==> src/hw/rtl/ftws_pkg.sv <==
// Package for the frame time window statistics block.
// Holds the word types, the fixed field widths and the controller and datapath signal groups.
package ftws_pkg;

   localparam int TIME_W   = 20;
   localparam int SERIAL_W = 32;
   localparam int COUNT_W  = 8;

   typedef struct packed {
      logic [SERIAL_W-1:0] frame_serial;
      logic [TIME_W-1:0]   present_time;
   } req_type;

   typedef struct packed {
      logic [TIME_W-1:0]  min_time;
      logic [TIME_W-1:0]  mean_time;
      logic [TIME_W-1:0]  max_time;
      logic [TIME_W-1:0]  slow_mean_time;
      logic [COUNT_W-1:0] window_count;
   } rsp_type;

   typedef struct packed {
      logic accept;
      logic scan;
      logic idx_clear;
      logic slow_step;
      logic div_mean;
      logic div_slow;
      logic keep_mean;
      logic keep_slow;
      logic load_rsp;
   } cmd_type;

   typedef struct packed {
      logic empty;
      logic scan_last;
      logic slow_last;
      logic div_done;
   } status_type;

endpackage

==> src/hw/rtl/ftws_ctrl.sv <==
// Controller state machine: accept, scan, slow sum, two divisions, result; an empty window skips to result.
// Depends on ftws_pkg.
module ftws_ctrl (
   input  logic                 clock,
   input  logic                 reset,
   input  logic                 req_valid,
   output logic                 req_ready,
   output logic                 rsp_valid,
   input  logic                 rsp_ready,
   input  ftws_pkg::status_type status,
   output ftws_pkg::cmd_type    cmd
);
   import ftws_pkg::*;

   typedef enum logic [3:0] {
      S_IDLE, S_SCAN, S_DRAIN, S_SLOW, S_DIVM_GO, S_DIVM_WAIT,
      S_DIVS_GO, S_DIVS_WAIT, S_FINISH
   } state_type;

   state_type state_ff;
   logic      rsp_valid_ff;
   logic      out_free;

   assign out_free  = !rsp_valid_ff || rsp_ready;
   assign req_ready = (state_ff == S_IDLE);
   assign rsp_valid = rsp_valid_ff;

   always_comb begin
      cmd           = '0;
      cmd.accept    = (state_ff == S_IDLE) && req_valid;
      cmd.scan      = (state_ff == S_SCAN) && !status.empty;
      cmd.idx_clear = (state_ff == S_DRAIN);
      cmd.slow_step = (state_ff == S_SLOW);
      cmd.div_mean  = (state_ff == S_DIVM_GO);
      cmd.div_slow  = (state_ff == S_DIVS_GO);
      cmd.keep_mean = (state_ff == S_DIVM_WAIT) && status.div_done;
      cmd.keep_slow = (state_ff == S_DIVS_WAIT) && status.div_done;
      cmd.load_rsp  = (state_ff == S_FINISH) && out_free;
   end

   always_ff @(posedge clock) begin
      if (reset) begin
         state_ff     <= S_IDLE;
         rsp_valid_ff <= 1'b0;
      end else begin
         rsp_valid_ff <= cmd.load_rsp || (rsp_valid_ff && !rsp_ready);
         case (state_ff)
            S_IDLE: begin
               if (req_valid) begin
                  state_ff <= S_SCAN;
               end
            end
            S_SCAN: begin
               if (status.empty) begin
                  state_ff <= S_FINISH;
               end else if (status.scan_last) begin
                  state_ff <= S_DRAIN;
               end
            end
            S_DRAIN: state_ff <= S_SLOW;
            S_SLOW: begin
               if (status.slow_last) begin
                  state_ff <= S_DIVM_GO;
               end
            end
            S_DIVM_GO: state_ff <= S_DIVM_WAIT;
            S_DIVM_WAIT: begin
               if (status.div_done) begin
                  state_ff <= S_DIVS_GO;
               end
            end
            S_DIVS_GO: state_ff <= S_DIVS_WAIT;
            S_DIVS_WAIT: begin
               if (status.div_done) begin
                  state_ff <= S_FINISH;
               end
            end
            S_FINISH: begin
               if (out_free) begin
                  state_ff <= S_IDLE;
               end
            end
            default: state_ff <= S_IDLE;
         endcase
      end
   end

   a_hold: assert property (@(posedge clock) disable iff (reset)
      rsp_valid_ff && !rsp_ready |=> rsp_valid_ff)
      else $error("Result word dropped before it was taken.");
   a_load: assert property (@(posedge clock) disable iff (reset)
      cmd.load_rsp |-> out_free)
      else $error("Result register loaded while a word still waits.");
   a_acc: assert property (@(posedge clock) disable iff (reset)
      cmd.accept |=> state_ff == S_SCAN)
      else $error("Accepted word did not start a scan.");
endmodule
==> config.mk <==
export PLATFORM = sky130hd
export DESIGN_NAME = ftws_ctrl
export DESIGN_NICKNAME = d
export VERILOG_FILES = /design/src/hw/rtl/ftws_pkg.sv /design/src/hw/rtl/ftws_ctrl.sv
export SDC_FILE = /design/constraint.sdc
export NUM_CORES = 1
export LEC_CHECK = 0
export ABC_AREA = 1
export BUFFER_PORTS_ARGS = -buffer_cell sky130_fd_sc_hd__clkbuf_2
export CORE_AREA = 2 2 39 41
export CTS_BUF_LIST = sky130_fd_sc_hd__clkbuf_16
export CTS_CLUSTER_DIAMETER = 100
export DETAILED_ROUTE_END_ITERATION = 10
export DIE_AREA = 0 0 41 43
export GPL_TIMING_DRIVEN = 0
export PLACE_DENSITY_LB_ADDON = 0.15
export SETUP_SLACK_MARGIN = 0.1
export SLEW_MARGIN = 20
export SYNTH_ARGS = -nofsm -noshare
export SYNTH_HDL_FRONTEND = slang
export SYNTH_SLANG_ARGS = --single-unit
==> constraint.sdc <==
create_clock -name clock -period 1.17 [get_ports clock]
set_input_delay 0.1755 -clock clock [delete_from_list [all_inputs] [get_ports clock]]
set_output_delay 0.1755 -clock clock [all_outputs]
set_load 0.01 [all_outputs]
==> metrics.txt <==
power share of the combinational group=60.4%; most common cell in the netlist=nor2_1; Synth cell types=15; CTS root buf=clkbuf_16; H-tree depth=1; Cell Area, Synth=434 µm²; hold path start=reset; Setup Skew=1.03 ps; Final Cell Area=763 µm²; Remaining Overflow, GRT=0; post-DP HPWL=769 µm; Slew @ Worst Pin=209 ps; GPL Wtd Cong=0.746; post-place setup slack=-26.9 ps; nets=114; prevailing post-synth register cell=dfxtp_1; WHS Endpoint=rsp_valid; Area after DPL=593 µm²; crit path DAT=1100 ps; DR WL/cell=8.53 µm; vias in the first global route=465; DIE AREA=1760 µm²; Yosys top cell area share=23.1%; setup slack, reg-to-reg=-40 ps; Setup WS post-layout=-105 ps; crit start category=flip-flop; Starting Density=31.4%; Final Hold Viols=0; PortBufs=18; Core Region=1380 µm²; # setup viols final=12; switching power=0.00103 W; Post-Syn Area per Cell=5.64 µm²; setup TNS=-763 ps; Routed Wire Length=1030 µm; Critical Path RT=990 ps; DR vias/cell=4.36; hold_ws=120 ps; Crit Path Class=flip-flop to output port; Hold Buf Count CTS=0; first-pass GRT wire length=1710 µm; Yosys top cell by area=dfxtp_1; num rows=14; Total Routing Usage GR=13.7%; Die Span Y=43 µm; Final min period=1270 ps; Peak Freq=784 MHz; Sw Ratio=43.6%; static leakage=0.435 nW; Worst R2R Path Depth=9; Clk pwr share=23.1%; clock sink count=5; CTS Buffer Depth=2; io pins=19; Internal Power=0.00134 W; Post-synth ARST share=0%; initial antenna violation count=0; antenna-violating nets left=0; reg2reg start=state_ff[1]; share of cells above drive strength 1=57.1%; # DRC=0; largest net degree at the start of global routing=9; failing checks=setup timing; die width=41 µm; Hold/Removal Path Class=input pin to flip-flop; ant diodes=0; sequential share of power=16.5%; Cell Pwr Density=3100 nW/µm²; FF-to-FF End=state_ff[3]; critical path endpoint category=output port; via count=528; synthesized instance count=77; RSZ-0062 raised after global routing=yes; Power Total=0.00237 W; Post-Syn Nets=85; Yosys warnings=0; maxcap violations=0; Final Max Tran Viols=0; EDFF count, synth=0; Peak supply drop=0.00188 V; Clk pin slew, worst setup/hold paths=30 ps; clock latency on the worst-skew pair=230 ps; TritonCTS clock tree=done; synth cell count leaders=nor2_1 (17), nand2_1 (13), inv_1 (11); CTS buffer count=3; Seq cells post-synth=5; WHS Path Cells=2; crit share post-route=109%; sequential cell area fraction in the yosys report=23.1%; synth top area cells=dfxtp_1 (23%), nor2_1 (15%), nand2_1 (11%); CP max FO=8; Rel. slew slack=86.0%; drt pass-1 iters=1; area delta synth->final=75.8%; status=finished with violations; initial DRC count=0
[layout by cell type, fill, tap and decap left out, types with 2 or more instances in the layout]
cell type	count
inv_2	6
nor2_4	4
nor2_2	3
inv_4	2
nor2_1	15
a21oi_1	2
nand3_1	4
nand2_1	10
buf_2	8
clkbuf_16	3
buf_6	2
nand2_2	5
inv_1	11
buf_4	4
nand3_2	3
clkbuf_2	10
nand2_4	2
dfxtp_4	3
[registers in the layout, indices dropped and copies added (netlist names)]
signal	cells
rsp_valid	1
state_ff	4
[metal layers]
metal	share of wire (%)	track usage (%)	vias to the layer above
li1	-	-	286
met1	45	17.0	228
met2	50	21.6	14
met3	5.0	4.71	0
met4	0	4.00	0
met5	0	0	-
[through the flow]
step           util [%]  cells
2_1_floorplan         -     77
3_3_place_gp       42.9    111
5_1_grt            55.2    121
4_1_cts            52.6    120
3_5_place_dp       42.9    111
6_report           55.2    121
[worst max-delay path by stage]
stage / from / endpoint / slack [ps] / cells past startpoint
after floorplan: state_ff[3] / state_ff[2] / 100 / 9
after global placement: state_ff[3] / state_ff[2] / -40 / 9
after detailed placement: state_ff[3] / state_ff[3] / -30 / 9
after CTS: state_ff[2] / cmd[8] / -120 / 4
after global routing: state_ff[3] / cmd[8] / -200 / 4
final: state_ff[1] / cmd[1] / -100 / 6
[layout make-up]
type | instances | area [µm²]
clock buffer | 3 | 75.1
timing repair buffer | 24 | 143
sequential | 5 | 113
buffer | 1 | 15.0
multi-input combinational | 53 | 322
tap | 16 | 20.0
inverter | 18 | 72.6
clock inverter | 1 | 3.75
fill | 147 | 621
[critical path, cell delays in order, from the launching register on]
cell	delay, ps
dfxtp_2	320
buf_8	130
nand2_2	50
inv_2	80
nand2_2	50
nor2_1	100
clkbuf_2	140
[cells by family after synthesis]
logic type	Yosys count	share of synthesized area, %
buffers and inverters	19	18.2
AND/OR/NAND/NOR	50	55.3
flip-flops	5	23.1
AO/OA/AOI/OAI	3	3.46
[repair_timing]
action                                 4_1_cts  5_1_grt
setup endpoints to repair                   14       14
gates resized for setup                      7       15
cloned                                       0        0
endpoints found under the hold margin        0        0
setup buffers                                5        1
pin swaps                                    8        2
[power by group through the flow]
stage	combinational (W)	sequential, W	clock (W)
2_1_floorplan	0.000897	0.000359	0
3_3_place_gp	0.00116	0.000364	0
3_5_place_dp	0.00116	0.000365	0
4_1_cts	0.00132	0.000380	0.000552
5_1_grt	0.00162	0.000406	0.000570
6_report	0.00143	0.000390	0.000547
(Power assumes the default switching activity.)
